===== src/sv/dmrb_pkg.sv =====
// shared types, constants and helpers for the delimited message ring buffer
`timescale 1ns / 1ps

package dmrb_pkg;

    localparam int RING_DEPTH = 256;
    localparam int MAX_READ   = 64;
    localparam int ADDR_W     = $clog2(RING_DEPTH);
    localparam int CNT_W      = $clog2(RING_DEPTH + 1);

    // request queue between front and back, depth is a power of two
    localparam int QDEPTH = 4;
    localparam int QPTR_W = $clog2(QDEPTH);

    localparam logic [7:0] DELIM_RESET = 8'd10;

    localparam int IN_DATA_W  = 24;
    localparam int IN_USER_W  = 3;
    localparam int OUT_DATA_W = 32;
    localparam int OUT_USER_W = 3;

    typedef enum logic [1:0] {
        CMD_PUSH  = 2'd0,
        CMD_READ  = 2'd1,
        CMD_QUERY = 2'd2,
        CMD_FLUSH = 2'd3
    } cmd_t;

    typedef enum logic [1:0] {
        STS_OK       = 2'd0,
        STS_FULL     = 2'd1,
        STS_NO_MSG   = 2'd2,
        STS_TOO_LONG = 2'd3
    } status_t;

    typedef struct packed {
        cmd_t       cmd;
        logic [7:0] data;
        logic       start;
        logic [6:0] plen;
        logic [6:0] limit;
    } q_entry_t;

    typedef struct packed {
        status_t    status;
        logic [7:0] data;
        logic       last;
        logic [8:0] len;
        logic       avail;
        logic [8:0] free;
    } result_t;

    function automatic logic [ADDR_W-1:0] next_idx(input logic [ADDR_W-1:0] i);
        logic [ADDR_W-1:0] r;
        if (i == ADDR_W'(RING_DEPTH - 1))
            r = '0;
        else
            r = i + 1'b1;
        return r;
    endfunction

    function automatic logic [8:0] sat9(input logic [CNT_W-1:0] v);
        logic [8:0] r;
        if (32'(v) > 32'd511)
            r = 9'h1FF;
        else
            r = 9'(v);
        return r;
    endfunction

endpackage


===== src/sv/delimited_message_ring_buffer_unit.sv =====
// top level of the delimited message ring buffer
// push and flush: the request passes through the queue, then the result register
//   one request per cycle while the back is idle and the result is taken
// read and query: a scan of one byte per cycle up to the delimiter or the occupancy, then
//   a read streams one byte per cycle unless stalled, both set by the single ram read port
// delimiter write: recount of up to occupancy bytes, cfg_ready low meanwhile
// reset clears pointers, counts and queue, delimiter back to 10, ring contents undefined
`timescale 1ns / 1ps

module delimited_message_ring_buffer_unit (
    input  logic                            clk,
    input  logic                            rst_n,
    input  logic                            s_axis_tvalid,
    output logic                            s_axis_tready,
    // data_byte [7:0], packet_length [14:8], read_limit [21:15], zero fill
    input  logic [dmrb_pkg::IN_DATA_W-1:0]  s_axis_tdata,
    // command [1:0], packet_start [2]
    input  logic [dmrb_pkg::IN_USER_W-1:0]  s_axis_tuser,
    output logic                            m_axis_tvalid,
    input  logic                            m_axis_tready,
    // data_byte_out [7:0], message_length [16:8], free_space [25:17], zero fill
    output logic [dmrb_pkg::OUT_DATA_W-1:0] m_axis_tdata,
    // status [1:0], message_available [2]
    output logic [dmrb_pkg::OUT_USER_W-1:0] m_axis_tuser,
    output logic                            m_axis_tlast,
    input  logic                            cfg_valid,
    output logic                            cfg_ready,
    // delimiter_byte
    input  logic [7:0]                      cfg_data
);
    import dmrb_pkg::*;

    // front to queue
    logic     q_push;
    logic     q_full;
    q_entry_t push_entry;

    // queue to back
    logic     q_valid;
    logic     q_pop;
    q_entry_t q_entry;

    // back result register
    logic     out_valid;
    result_t  out_res;

    // front: takes requests while the queue has room and decodes them
    dmrb_front u_front (
        .s_axis_tvalid (s_axis_tvalid),
        .s_axis_tready (s_axis_tready),
        .s_axis_tdata  (s_axis_tdata),
        .s_axis_tuser  (s_axis_tuser),
        .q_full        (q_full),
        .q_push        (q_push),
        .q_entry       (push_entry)
    );

    // queue: lets requests pile up while the back scans or streams
    dmrb_queue u_queue (
        .clk        (clk),
        .rst_n      (rst_n),
        .push       (q_push),
        .push_entry (push_entry),
        .full       (q_full),
        .valid      (q_valid),
        .pop        (q_pop),
        .entry      (q_entry)
    );

    // back: ring ram, pointers, delimiter count and the result register
    dmrb_back u_back (
        .clk       (clk),
        .rst_n     (rst_n),
        .q_valid   (q_valid),
        .q_entry   (q_entry),
        .q_pop     (q_pop),
        .cfg_valid (cfg_valid),
        .cfg_data  (cfg_data),
        .cfg_ready (cfg_ready),
        .out_valid (out_valid),
        .out_ready (m_axis_tready),
        .out_res   (out_res)
    );

    // result packing onto the master side
    assign m_axis_tvalid = out_valid;
    assign m_axis_tlast  = out_res.last;
    assign m_axis_tdata  = {6'd0, out_res.free, out_res.len, out_res.data};
    assign m_axis_tuser  = {out_res.avail, out_res.status};

    // error results are single items with no data byte
    a_err_single: assert property (@(posedge clk) disable iff (!rst_n)
        out_valid && (out_res.status != STS_OK) |-> out_res.last && (out_res.data == 8'd0))
        else $error("error result not a single empty item");

    // a message that is too long stays stored and has a length
    a_too_long_kept: assert property (@(posedge clk) disable iff (!rst_n)
        out_valid && (out_res.status == STS_TOO_LONG) |-> out_res.avail && (out_res.len != 9'd0))
        else $error("too long result without a stored message");

    // free space never exceeds the ring size
    a_free_bound: assert property (@(posedge clk) disable iff (!rst_n)
        out_valid |-> (32'(out_res.free) <= RING_DEPTH))
        else $error("free space above ring depth");

    // a delimiter write always starts a recount
    a_cfg_recount: assert property (@(posedge clk) disable iff (!rst_n)
        cfg_valid && cfg_ready |=> !cfg_ready)
        else $error("delimiter write did not start a recount");

endmodule


===== src/sv/dmrb_front.sv =====
// request decode and limit clamp in front of the request queue
`timescale 1ns / 1ps

module dmrb_front (
    input  logic                           s_axis_tvalid,
    output logic                           s_axis_tready,
    // data_byte [7:0], packet_length [14:8], read_limit [21:15], zero fill
    input  logic [dmrb_pkg::IN_DATA_W-1:0] s_axis_tdata,
    // command [1:0], packet_start [2]
    input  logic [dmrb_pkg::IN_USER_W-1:0] s_axis_tuser,
    input  logic                           q_full,
    output logic                           q_push,
    output dmrb_pkg::q_entry_t             q_entry
);
    import dmrb_pkg::*;

    logic [6:0] limit_raw;

    assign s_axis_tready = !q_full;
    assign q_push        = s_axis_tvalid && !q_full;
    assign limit_raw     = s_axis_tdata[21:15];

    always_comb
    begin
        q_entry.cmd   = cmd_t'(s_axis_tuser[1:0]);
        q_entry.data  = s_axis_tdata[7:0];
        q_entry.start = s_axis_tuser[2];
        q_entry.plen  = s_axis_tdata[14:8];
        // fold the hard read cap into the reader limit
        if (32'(limit_raw) > MAX_READ)
            q_entry.limit = 7'(MAX_READ);
        else
            q_entry.limit = limit_raw;
    end

endmodule


===== src/sv/dmrb_queue.sv =====
// short request queue that decouples the front from the back
`timescale 1ns / 1ps

module dmrb_queue (
    input  logic               clk,
    input  logic               rst_n,
    input  logic               push,
    input  dmrb_pkg::q_entry_t push_entry,
    output logic               full,
    output logic               valid,
    input  logic               pop,
    output dmrb_pkg::q_entry_t entry
);
    import dmrb_pkg::*;

    q_entry_t          q_mem [QDEPTH];
    logic [QPTR_W-1:0] wr_ptr_reg, wr_ptr_next;
    logic [QPTR_W-1:0] rd_ptr_reg, rd_ptr_next;
    logic [QPTR_W:0]   count_reg, count_next;
    logic              do_push, do_pop;

    assign full    = (count_reg == (QPTR_W + 1)'(QDEPTH));
    assign valid   = (count_reg != '0);
    assign entry   = q_mem[rd_ptr_reg];
    assign do_push = push && !full;
    assign do_pop  = pop && valid;

    always_comb
    begin
        wr_ptr_next = do_push ? wr_ptr_reg + 1'b1 : wr_ptr_reg;
        rd_ptr_next = do_pop ? rd_ptr_reg + 1'b1 : rd_ptr_reg;
        count_next  = count_reg;
        if (do_push && !do_pop)
            count_next = count_reg + 1'b1;
        else if (do_pop && !do_push)
            count_next = count_reg - 1'b1;
    end

    always_ff @(posedge clk or negedge rst_n)
    begin
        if (!rst_n)
        begin
            wr_ptr_reg <= '0;
            rd_ptr_reg <= '0;
            count_reg  <= '0;
        end
        else
        begin
            wr_ptr_reg <= wr_ptr_next;
            rd_ptr_reg <= rd_ptr_next;
            count_reg  <= count_next;
        end
    end

    always_ff @(posedge clk)
    begin
        if (do_push)
            q_mem[wr_ptr_reg] <= push_entry;
    end

endmodule


===== src/sv/dmrb_back.sv =====
// ring store, pointers, message scan and result register
`timescale 1ns / 1ps

module dmrb_back (
    input  logic               clk,
    input  logic               rst_n,
    input  logic               q_valid,
    input  dmrb_pkg::q_entry_t q_entry,
    output logic               q_pop,
    input  logic               cfg_valid,
    input  logic [7:0]         cfg_data,
    output logic               cfg_ready,
    output logic               out_valid,
    input  logic               out_ready,
    output dmrb_pkg::result_t  out_res
);
    import dmrb_pkg::*;

    typedef enum logic [4:0] {
        S_IDLE    = 5'b00001,
        S_SCAN    = 5'b00010,
        S_EMIT    = 5'b00100,
        S_STREAM  = 5'b01000,
        S_RECOUNT = 5'b10000
    } state_t;

    state_t            state_reg, state_next;
    logic [ADDR_W-1:0] rp_reg, rp_next;
    logic [ADDR_W-1:0] wp_reg, wp_next;
    logic [CNT_W-1:0]  occ_reg, occ_next;
    logic [CNT_W-1:0]  dcnt_reg, dcnt_next;
    logic              drop_reg, drop_next;
    logic [7:0]        delim_reg, delim_next;
    logic              pend_reg, pend_next;
    logic              out_valid_reg, out_valid_next;

    cmd_t              wcmd_reg, wcmd_next;
    logic [6:0]        wlimit_reg, wlimit_next;
    logic [ADDR_W-1:0] iss_addr_reg, iss_addr_next;
    logic [CNT_W-1:0]  iss_cnt_reg, iss_cnt_next;
    logic [CNT_W-1:0]  cmp_cnt_reg, cmp_cnt_next;
    logic [CNT_W-1:0]  hit_cnt_reg, hit_cnt_next;
    logic [CNT_W-1:0]  len_reg, len_next;
    status_t           sts_reg, sts_next;
    result_t           out_res_reg, out_res_next;

    logic [7:0]        ring_mem [RING_DEPTH];
    logic [7:0]        mem_q_reg;
    logic              rd_en, wr_en;
    logic [ADDR_W-1:0] rd_addr, wr_addr;
    logic [7:0]        wr_data;

    logic [CNT_W-1:0]  free_now;
    logic              out_free;
    logic              hit, resolved;
    logic [CNT_W-1:0]  found_len;
    logic              drop_push, store_push;
    logic              stream_issue, out_move, stream_last;
    logic              load_out;

    assign cfg_ready = (state_reg == S_IDLE);
    assign out_valid = out_valid_reg;
    assign out_res   = out_res_reg;

    assign free_now  = CNT_W'(RING_DEPTH) - occ_reg;
    assign out_free  = !out_valid_reg || out_ready;
    assign hit       = pend_reg && (mem_q_reg == delim_reg);
    assign found_len = hit ? cmp_cnt_reg + 1'b1 : '0;
    assign resolved  = hit || (!pend_reg && (cmp_cnt_reg == occ_reg));

    assign drop_push  = q_entry.start ? (16'(q_entry.plen) > 16'(free_now)) : drop_reg;
    assign store_push = !drop_push && (occ_reg != CNT_W'(RING_DEPTH));

    assign stream_issue = (iss_cnt_reg != len_reg) && (!pend_reg || out_free);
    assign out_move     = pend_reg && out_free;
    assign stream_last  = ((cmp_cnt_reg + 1'b1) == len_reg);

    always_comb
    begin
        state_next    = state_reg;
        rp_next       = rp_reg;
        wp_next       = wp_reg;
        occ_next      = occ_reg;
        dcnt_next     = dcnt_reg;
        drop_next     = drop_reg;
        delim_next    = delim_reg;
        pend_next     = pend_reg;
        wcmd_next     = wcmd_reg;
        wlimit_next   = wlimit_reg;
        iss_addr_next = iss_addr_reg;
        iss_cnt_next  = iss_cnt_reg;
        cmp_cnt_next  = cmp_cnt_reg;
        hit_cnt_next  = hit_cnt_reg;
        len_next      = len_reg;
        sts_next      = sts_reg;
        out_res_next  = out_res_reg;
        q_pop         = 1'b0;
        rd_en         = 1'b0;
        rd_addr       = iss_addr_reg;
        wr_en         = 1'b0;
        wr_addr       = wp_reg;
        wr_data       = q_entry.data;
        load_out      = 1'b0;

        case (state_reg)
            S_IDLE:
            begin
                if (cfg_valid)
                begin
                    delim_next    = cfg_data;
                    iss_addr_next = rp_reg;
                    iss_cnt_next  = '0;
                    cmp_cnt_next  = '0;
                    hit_cnt_next  = '0;
                    pend_next     = 1'b0;
                    state_next    = S_RECOUNT;
                end
                else if (q_valid)
                begin
                    case (q_entry.cmd)
                        CMD_PUSH:
                        begin
                            if (out_free)
                            begin
                                q_pop     = 1'b1;
                                drop_next = drop_push;
                                if (store_push)
                                begin
                                    wr_en    = 1'b1;
                                    wp_next  = next_idx(wp_reg);
                                    occ_next = occ_reg + 1'b1;
                                    if (q_entry.data == delim_reg)
                                        dcnt_next = dcnt_reg + 1'b1;
                                end
                                load_out            = 1'b1;
                                out_res_next.status = store_push ? STS_OK : STS_FULL;
                                out_res_next.data   = 8'd0;
                                out_res_next.last   = 1'b1;
                                out_res_next.len    = 9'd0;
                                out_res_next.avail  = (dcnt_next != '0);
                                out_res_next.free   = sat9(CNT_W'(RING_DEPTH) - occ_next);
                            end
                        end
                        CMD_FLUSH:
                        begin
                            if (out_free)
                            begin
                                q_pop               = 1'b1;
                                rp_next             = '0;
                                wp_next             = '0;
                                occ_next            = '0;
                                dcnt_next           = '0;
                                drop_next           = 1'b0;
                                load_out            = 1'b1;
                                out_res_next.status = STS_OK;
                                out_res_next.data   = 8'd0;
                                out_res_next.last   = 1'b1;
                                out_res_next.len    = 9'd0;
                                out_res_next.avail  = 1'b0;
                                out_res_next.free   = sat9(CNT_W'(RING_DEPTH));
                            end
                        end
                        CMD_READ, CMD_QUERY:
                        begin
                            q_pop         = 1'b1;
                            wcmd_next     = q_entry.cmd;
                            wlimit_next   = q_entry.limit;
                            iss_addr_next = rp_reg;
                            iss_cnt_next  = '0;
                            cmp_cnt_next  = '0;
                            pend_next     = 1'b0;
                            state_next    = S_SCAN;
                        end
                        default:
                        begin
                            q_pop = 1'b0;
                        end
                    endcase
                end
            end

            S_SCAN:
            begin
                // one byte compared per cycle behind the registered ram read
                if (pend_reg)
                    cmp_cnt_next = cmp_cnt_reg + 1'b1;
                if (!hit && (iss_cnt_reg != occ_reg))
                begin
                    rd_en         = 1'b1;
                    rd_addr       = iss_addr_reg;
                    iss_addr_next = next_idx(iss_addr_reg);
                    iss_cnt_next  = iss_cnt_reg + 1'b1;
                    pend_next     = 1'b1;
                end
                else
                begin
                    pend_next = 1'b0;
                end
                if (resolved)
                begin
                    len_next = found_len;
                    if (wcmd_reg == CMD_QUERY)
                    begin
                        sts_next   = STS_OK;
                        state_next = S_EMIT;
                    end
                    else if (found_len == '0)
                    begin
                        sts_next   = STS_NO_MSG;
                        state_next = S_EMIT;
                    end
                    else if (16'(found_len) > 16'(wlimit_reg))
                    begin
                        sts_next   = STS_TOO_LONG;
                        state_next = S_EMIT;
                    end
                    else
                    begin
                        // consume up front so each byte carries post-read status
                        occ_next     = occ_reg - found_len;
                        dcnt_next    = dcnt_reg - 1'b1;
                        iss_cnt_next = '0;
                        cmp_cnt_next = '0;
                        pend_next    = 1'b0;
                        state_next   = S_STREAM;
                    end
                end
            end

            S_EMIT:
            begin
                if (out_free)
                begin
                    load_out            = 1'b1;
                    out_res_next.status = sts_reg;
                    out_res_next.data   = 8'd0;
                    out_res_next.last   = 1'b1;
                    out_res_next.len    = sat9(len_reg);
                    out_res_next.avail  = (dcnt_reg != '0);
                    out_res_next.free   = sat9(free_now);
                    state_next          = S_IDLE;
                end
            end

            S_STREAM:
            begin
                if (stream_issue)
                begin
                    rd_en        = 1'b1;
                    rd_addr      = rp_reg;
                    rp_next      = next_idx(rp_reg);
                    iss_cnt_next = iss_cnt_reg + 1'b1;
                end
                pend_next = stream_issue || (pend_reg && !out_free);
                if (out_move)
                begin
                    load_out            = 1'b1;
                    out_res_next.status = STS_OK;
                    out_res_next.data   = mem_q_reg;
                    out_res_next.last   = stream_last;
                    out_res_next.len    = sat9(len_reg);
                    out_res_next.avail  = (dcnt_reg != '0);
                    out_res_next.free   = sat9(free_now);
                    cmp_cnt_next        = cmp_cnt_reg + 1'b1;
                    if (stream_last)
                        state_next = S_IDLE;
                end
            end

            S_RECOUNT:
            begin
                if (pend_reg)
                begin
                    cmp_cnt_next = cmp_cnt_reg + 1'b1;
                    if (mem_q_reg == delim_reg)
                        hit_cnt_next = hit_cnt_reg + 1'b1;
                end
                if (iss_cnt_reg != occ_reg)
                begin
                    rd_en         = 1'b1;
                    rd_addr       = iss_addr_reg;
                    iss_addr_next = next_idx(iss_addr_reg);
                    iss_cnt_next  = iss_cnt_reg + 1'b1;
                    pend_next     = 1'b1;
                end
                else
                begin
                    pend_next = 1'b0;
                end
                if (!pend_reg && (cmp_cnt_reg == occ_reg))
                begin
                    dcnt_next  = hit_cnt_reg;
                    state_next = S_IDLE;
                end
            end

            default:
            begin
                state_next = S_IDLE;
            end
        endcase

        if (load_out)
            out_valid_next = 1'b1;
        else if (out_ready)
            out_valid_next = 1'b0;
        else
            out_valid_next = out_valid_reg;
    end

    always_ff @(posedge clk or negedge rst_n)
    begin
        if (!rst_n)
        begin
            state_reg     <= S_IDLE;
            rp_reg        <= '0;
            wp_reg        <= '0;
            occ_reg       <= '0;
            dcnt_reg      <= '0;
            drop_reg      <= 1'b0;
            delim_reg     <= DELIM_RESET;
            pend_reg      <= 1'b0;
            out_valid_reg <= 1'b0;
        end
        else
        begin
            state_reg     <= state_next;
            rp_reg        <= rp_next;
            wp_reg        <= wp_next;
            occ_reg       <= occ_next;
            dcnt_reg      <= dcnt_next;
            drop_reg      <= drop_next;
            delim_reg     <= delim_next;
            pend_reg      <= pend_next;
            out_valid_reg <= out_valid_next;
        end
    end

    always_ff @(posedge clk)
    begin
        wcmd_reg     <= wcmd_next;
        wlimit_reg   <= wlimit_next;
        iss_addr_reg <= iss_addr_next;
        iss_cnt_reg  <= iss_cnt_next;
        cmp_cnt_reg  <= cmp_cnt_next;
        hit_cnt_reg  <= hit_cnt_next;
        len_reg      <= len_next;
        sts_reg      <= sts_next;
        out_res_reg  <= out_res_next;
    end

    always_ff @(posedge clk)
    begin
        if (wr_en)
            ring_mem[wr_addr] <= wr_data;
    end

    always_ff @(posedge clk)
    begin
        if (rd_en)
            mem_q_reg <= ring_mem[rd_addr];
    end

endmodule

===== config.mk =====
export PLATFORM = sky130hd
export DESIGN_NAME = delimited_message_ring_buffer_unit
export DESIGN_NICKNAME = d
export VERILOG_FILES = /design/src/sv/dmrb_pkg.sv /design/src/sv/delimited_message_ring_buffer_unit.sv /design/src/sv/dmrb_front.sv /design/src/sv/dmrb_queue.sv /design/src/sv/dmrb_back.sv
export SDC_FILE = /design/constraint.sdc
export NUM_CORES = 2
export LEC_CHECK = 0
export BUFFER_PORTS_ARGS = -buffer_cell sky130_fd_sc_hd__buf_2
export CAP_MARGIN = 25
export CORE_ASPECT_RATIO = 1.4
export CORE_MARGIN = 10
export CORE_UTILIZATION = 57
export DETAILED_ROUTE_END_ITERATION = 7
export PLACE_DENSITY = 0.76
export SYNTH_ARGS = -nofsm -noshare
export SYNTH_HDL_FRONTEND = slang
export SYNTH_SLANG_ARGS = --single-unit

===== constraint.sdc =====
create_clock -name clk -period 5 [get_ports clk]
set_clock_uncertainty 0.2 [all_clocks]
set_input_delay 0 -clock clk [delete_from_list [all_inputs] [get_ports clk]]
set_output_delay 0 -clock clk [all_outputs]
set_load 0.1 [all_outputs]

## Word level (Yosys, flattened, before mapping)

Memory sizes are Yosys's and may differ from the RTL's. A register that Yosys moved wholly into a read port is not among the register bits.
Index checks and enable logic that the tools add are counted.

| storage, ports and cells | value |
|---|---|
| register bits | 142 |
| RAM bits | 2,148 |
| input port bits | 40 |
| output and inout bits | 39 |
| word-level logic and storage cells | 293 |
| memories kept | 2 |

Memory list:

| memory | depth | width | read ports | clocked after memory_dff | write ports | line | RTL |
|---|---|---|---|---|---|---|---|
| u_back.ring_mem | 256 | 8 | 1 | 1 | 1 | dmrb_back.sv:47 | `logic [7:0] ring_mem [RING_DEPTH];` |
| u_queue.q_mem | 4 | 25 | 1 | 0 | 1 | dmrb_queue.sv:16 | `q_entry_t q_mem [QDEPTH];` |

| cells by class | value |
|---|---|
| $add $sub $neg | 16 |
| magnitude comparators | 3 |
| equality and inequality tests | 46 |
| mux-type cells | 140 |
| bitwise operators | 1 |
| reductions and logical operators | 58 |

Operator list:

| operator | count |
|---|---|
| $mux 9 | 49 |
| $mux 30 | 6 |
| $mux 8 | 17 |
| $pmux 30 s3 | 1 |
| $pmux 9 s2 | 4 |
| $pmux 9 s4 | 2 |
| $pmux 30 s2 | 1 |
| $mux 5 | 10 |
| $add 9x1->9 const B | 5 |
| $mux 1 | 34 |
| $ne 2x1->1 const B | 16 |
| $pmux 8 s2 | 2 |
| $pmux 9 s3 | 1 |
| $pmux 5 s5 | 1 |
| $add 8x1->8 const B | 3 |
| $eq 8x8->1 const B | 3 |
| $pmux 8 s3 | 1 |
| $eq 9x9->1 | 2 |
| $ne 9x9->1 | 2 |
| $reduce_bool 9->1 | 2 |
| $sub 9x9->9 const A | 2 |
| $eq 8x8->1 | 2 |
| $reduce_and 7->1 | 2 |
| $logic_and 1x1->1 | 12 |
| other kinds (44) | 84 |

## Logic depth before layout (Yosys ltp)

| logic depth | value |
|---|---|
| depth after elaboration | 17 |
| mapped depth | 20 |
| depth with buffers taken out | 17 |

## Cells and area by module

From an unflattened synthesis, not the netlist that was laid out.

| unflattened totals | value |
|---|---|
| cell total of the unflattened synthesis | 7,181 |
| area, all modules | 95,049.9 sq um |

Modules (own cells, without submodules):

| module | instances | cells an instance | area an instance (sq um) | sequential area each (sq um) |
|---|---|---|---|---|
| dmrb_back | 1 | 6,981 | 90,734.5 | 65,546.6 |
| dmrb_queue | 1 | 166 | 4,080.2 | 3,178.0 |
| dmrb_front | 1 | 27 | 186.4 | 0.0 |
| delimited_message_ring_buffer_unit | 1 | 7 | 48.8 | 0.0 |

## Least setup slack after synthesis

Ideal clock, no wire load.

| path | value |
|---|---|
| path type | reg-to-reg |
| start point | register u_queue.rd_ptr_reg[0] |
| end point | register u_back.out_res_reg, in the netlist u_back.out_res[0] (enable) |
| setup time | 0.463 ns |
| arrival time | 4.656 ns |
| data required time | 4.337 ns |
| path slack | -0.319 ns |
| cell stages (with the launch flop) | 11 |
| path buffers | 3 |
| clock period less this slack | 5.319 ns |
| cell sequence | dfrtp_1 -> buf_2 -> buf_2 -> mux4_2 -> inv_1 -> ha_1 -> clkbuf_1 -> nor2_1 -> nor4_1 -> nand2_1 -> a21boi_0 |

RTL lines:

| what | line | RTL |
|---|---|---|
| start: declaration | dmrb_queue.sv:18 | `logic [QPTR_W-1:0] rd_ptr_reg, rd_ptr_next;` |
| start signal: assignment | dmrb_queue.sv:50 | `rd_ptr_reg <= rd_ptr_next;` |
| end signal: assignment | dmrb_back.sv:349 | `out_res_reg <= out_res_next;` |
| end: declaration | dmrb_back.sv:45 | `result_t out_res_reg, out_res_next;` |

## Worst setup path after layout

| path | value |
|---|---|
| start point | register u_back.state_reg[1] |
| end point | register u_back.mem_q_reg[5], read port of u_back.ring_mem, data pin |

| on the way | value |
|---|---|
| word-level cells in the longest chain between the ends | 2 |
| elaborated cells between the ends (all ways) | 5 |
| those cells by class | eq/ne (3); mux (2) |

Ends and longest elaborated chain:

| what | line | RTL |
|---|---|---|
| start: declaration | dmrb_back.sv:27 | `state_t state_reg, state_next;` |
| start signal: assignment | dmrb_back.sv:327 | `state_reg <= state_next;` |
| $eq 5x5->1, or another cell as far along | dmrb_back.sv:105 | `case (state_reg)` |
| $pmux 1 s3 or $mux 8 (tied branches) | -- |  |
| end: declaration | dmrb_back.sv:48 | `logic [7:0] mem_q_reg;` |

Parallel ways exist; a longest one is shown, timed or not.
A chain may end at the register's enable or synchronous reset.

==> flow_metrics.py <==
metrics = {
    "outcome": {
        "status": "complete, no violations",
    },
    "clock_network": {
        "cts_tree": "built",
        "ctsHtreeMaxLevel": 4,
        "cts_sinks": 2298,
        "clock_latency_ns": 0.87,
        "cts-root-buf": "clkbuf_16",
        "cts.clk_slew.worst_paths_ns": 0.07,
        "clock_path_buffers": 3,
        "numCtsBuffers": 200,
    },
    "place": {
        "portBuffers": 70,
        "post_dp_cell_area_um2": 100000,
        "preCtsSetupSlack_ns": -0.248,
        "hpwl_mm": 172,
        "gp_congestion": 0.952,
    },
    "hold_path": {
        "hp-class": "in2reg",
        "worstHoldStart": "m_axis_tready",
        "min_path_cells": 4,
        "whs_endpoint": "u_back.state_reg[2]",
    },
    "power_and_ir_drop": {
        "power_density_nw_per_um2": 598,
        "clock_power_share_pct": 24.2,
        "power_uw": 64400,
        "sequentialPowerShare_pct": 40.6,
        "p_leak_uw": 0.0375,
        "irDropWorstVdd_v": 0.000648,
        "p_int_uw": 40500,
        "switching_share_pct": 37.2,
        "pwr-share-comb_pct": 35.2,
        "p_switching_uw": 23900,
    },
    "timing": {
        "slew_headroom_pct": 23.7,
        "setup_viol": 0,
        "fin_crit_sh_pct": 97.8,
        "finalMaxSlewViolations": 0,
        "worst_slack_ns": 0.109,
        "rsz0062_at_grt": "false",
        "period_needed_ns": 4.89,
        "worstMarginPinSlew_ns": 1.14,
        "hold_slack_ns": 0.0925,
        "fmax_mhz": 204,
        "hold_viol": 0,
    },
    "critical_path": {
        "cp.arrival_ns": 5.29,
        "reg2reg_to": "u_back.mem_q_reg[5]",
        "reg2reg_depth": 14,
        "required_ns": 5.40,
        "worstSetupStartpointType": "register",
        "r2r_start": "u_back.state_reg[1]",
        "cp-end-kind": "register",
        "worstSetupPathType": "reg2reg",
        "r2r_slack_ns": 0.11,
        "worstPathMaxFanout": 34,
    },
    "logic_synthesis": {
        "ys_async_sr_fraction_pct": 2.48,
        "syn_inst": 6731,
        "synth_cell_types": 86,
        "synth_compound_area_share_pct": 5.22,
        "ys_ff_latch": 2298,
        "ys_seq_area_share_pct": 73.2,
        "ys_top_cells_by_area": "edfxtp_1, nand2_1, mux2i_1",
        "yosysWarnings": 0,
        "synth_area_per_cell_um2": 13.9,
        "synth_top_family_by_area": "simple AND/OR/NAND/NOR gates",
        "synthFlopType": "edfxtp_1",
        "synth-simple-area-share_pct": 12.2,
        "syn_area_um2": 93900,
        "synthMuxAreaShare_pct": 5.42,
        "synth-edff-count": 2241,
        "synthXorXnorAreaFrac_pct": 1.04,
        "synthAdderAreaFrac_pct": 0.642,
        "yosys.area.top_type": "edfxtp_1",
        "synth_top_area_share_pct": 71.7,
    },
    "cells_and_area": {
        "final_util_pct": 65.7,
        "largest_reg_flops": 2048,
        "nNetsFinal": 7356,
        "nFillCells": 11000,
        "final_cell_mix": "edfxtp_1, nand2_1, buf_4, nand3_1, mux2i_1",
        "areaGrowthSynthToFinish_pct": 14.7,
        "postLayoutCellArea_um2": 108000,
        "final_common_cell": "edfxtp_1",
        "drive_above_1_share_pct": 14.4,
    },
    "floorplanning": {
        "boundaryPins": 79,
        "die_h_um": 500,
        "dieArea_um2": 182000,
        "die_width_um": 363,
        "start_util_pct": 57.2,
        "coreArea_um2": 164000,
        "rows": 176,
    },
    "routing": {
        "initialDrtViolationCount": 7632,
        "wl_mm": 268,
        "drt-wirelength-per-cell_um": 28.0,
        "vias_per_cell": 6.35,
        "route.detailed.drc": 0,
        "ant_nets": 0,
        "vias": 60900,
        "dr.pass1.iters": 7,
    },
    "grt": {
        "antenna_found_initial": 6,
        "grt_pass1_vias": 59800,
        "grt_pass1_wl_mm": 387,
        "busiest_layer": "met2",
        "grt-ovfl-total": 0,
        "grtUsageTotal_pct": 28.9,
        "gr-usage-met3_pct": 5.46,
        "use_met1_pct": 32.2,
        "met2_usage_pct": 47.0,
        "grt_start_max_net_pins": 179,
    },
    "flow_run": {
        "max-cap-violations": 0,
    },
}
## per-layer routing
metal	wire, um	share of wire, %
met1	86600	32
met4	28800	11
met3	24100	9.0
met5	57	0.021
met2	128000	48
## worst max-delay path, cell delays in order (launching register included)
cell and delay, ns:
dfrtp_1 0.45, or3_1 0.44, o31a_1 0.36, a41oi_1 0.47, and2_4 0.33, buf_12 0.14, buf_12 0.18, buf_12 0.23
buf_4 0.25, mux2i_1 0.24, a32oi_1 0.08, nand4_1 0.20, nand4_1 0.50, nor2_1 0.42, nor4_1 0.08
## power by group through the flow
| stage | Sequential, uW | Clock, uW | Combinational [uW] |
|---|---|---|---|
| after floorplan | 26700 | 0 | 12600 |
| after global placement | 26400 | 0 | 21400 |
| after detailed placement | 26500 | 0 | 21900 |
| after CTS | 26100 | 15700 | 22200 |
| after global routing | 26200 | 16500 | 23800 |
| final | 26100 | 15600 | 22700 |
## how the worst max path moves through the flow
| stage | start | endpoint | slack, ns | cells past startpoint |
|---|---|---|---|---|
| 2_1_floorplan | u_queue.rd_ptr_reg[0] | u_back.out_res[8] | 0.17 | 18 |
| 3_3_place_gp | u_back.iss_cnt_reg[1] | u_back.mem_q_reg[7] | -0.21 | 12 |
| 3_5_place_dp | u_back.iss_cnt_reg[1] | u_back.mem_q_reg[7] | -0.25 | 12 |
| 4_1_cts | u_back.state_reg[1] | u_back.mem_q_reg[7] | 0.12 | 12 |
| 5_1_grt | u_back.occ_reg[0] | u_back.ring_mem[209][0] | 0.003 | 14 |
| 6_report | u_back.state_reg[1] | u_back.mem_q_reg[5] | 0.11 | 14 |
## cells by family (layout without fill, tap and decap cells)
logic type,after synthesis,after routing
xor gates and xnor gates,111,111
muxes,475,475
and+or+nand+nor,2600,2600
other,1,9
DFF,2298,2298
AOI/OAI and AO/OA,734,734
buffers and inverters,465,1172
adders and majority gates,47,47
## layout make-up
cell class,instances,area [um2],area share [%]
Antenna cell,3,7.51,0.00697
Clock buffer,241,5240,4.87
Clock inverter,135,1370,1.27
Inverter,44,165,0.153
Multi-Input combinational cell,3973,23300,21.7
Sequential cell,2298,68700,63.8
Tap cell,2136,2670,2.48
Timing Repair Buffer,752,6200,5.76
## Yosys cell counts, drive strengths merged (25+ instances only)
| cell type | n |
|---|---|
| nor2b | 30 |
| nand3 | 504 |
| edfxtp | 2241 |
| and3 | 27 |
| clkbuf | 226 |
| mux4 | 25 |
| a32oi | 95 |
| mux2i | 433 |
| o21ai | 136 |
| o22ai | 169 |
| nand2 | 1318 |
| buf | 195 |
| inv | 44 |
| xnor2 | 78 |
| a31oi | 70 |
| dfrtp | 54 |
| nand4 | 178 |
| nor2 | 368 |
| nor3 | 53 |
| nor4 | 30 |
| xor2 | 33 |
| a21oi | 117 |
| ha | 45 |
## timing repair
item                                    4_1_cts  5_1_grt
gates resized for setup                       2        2
hold endpoints to repair                    375        0
endpoints found under the setup margin        7       14
setup buffers                                 0        5
hold buffers                                 84        0
pin swaps                                     0        1
## per-stage QoR
step,cells,TNS (ns)
floorplan,6736,0
global placement,9111,-0.424
detailed placement,9112,-0.536
CTS,9572,0
global route,9580,0
finish,9582,0
(Power assumes the default switching activity.)
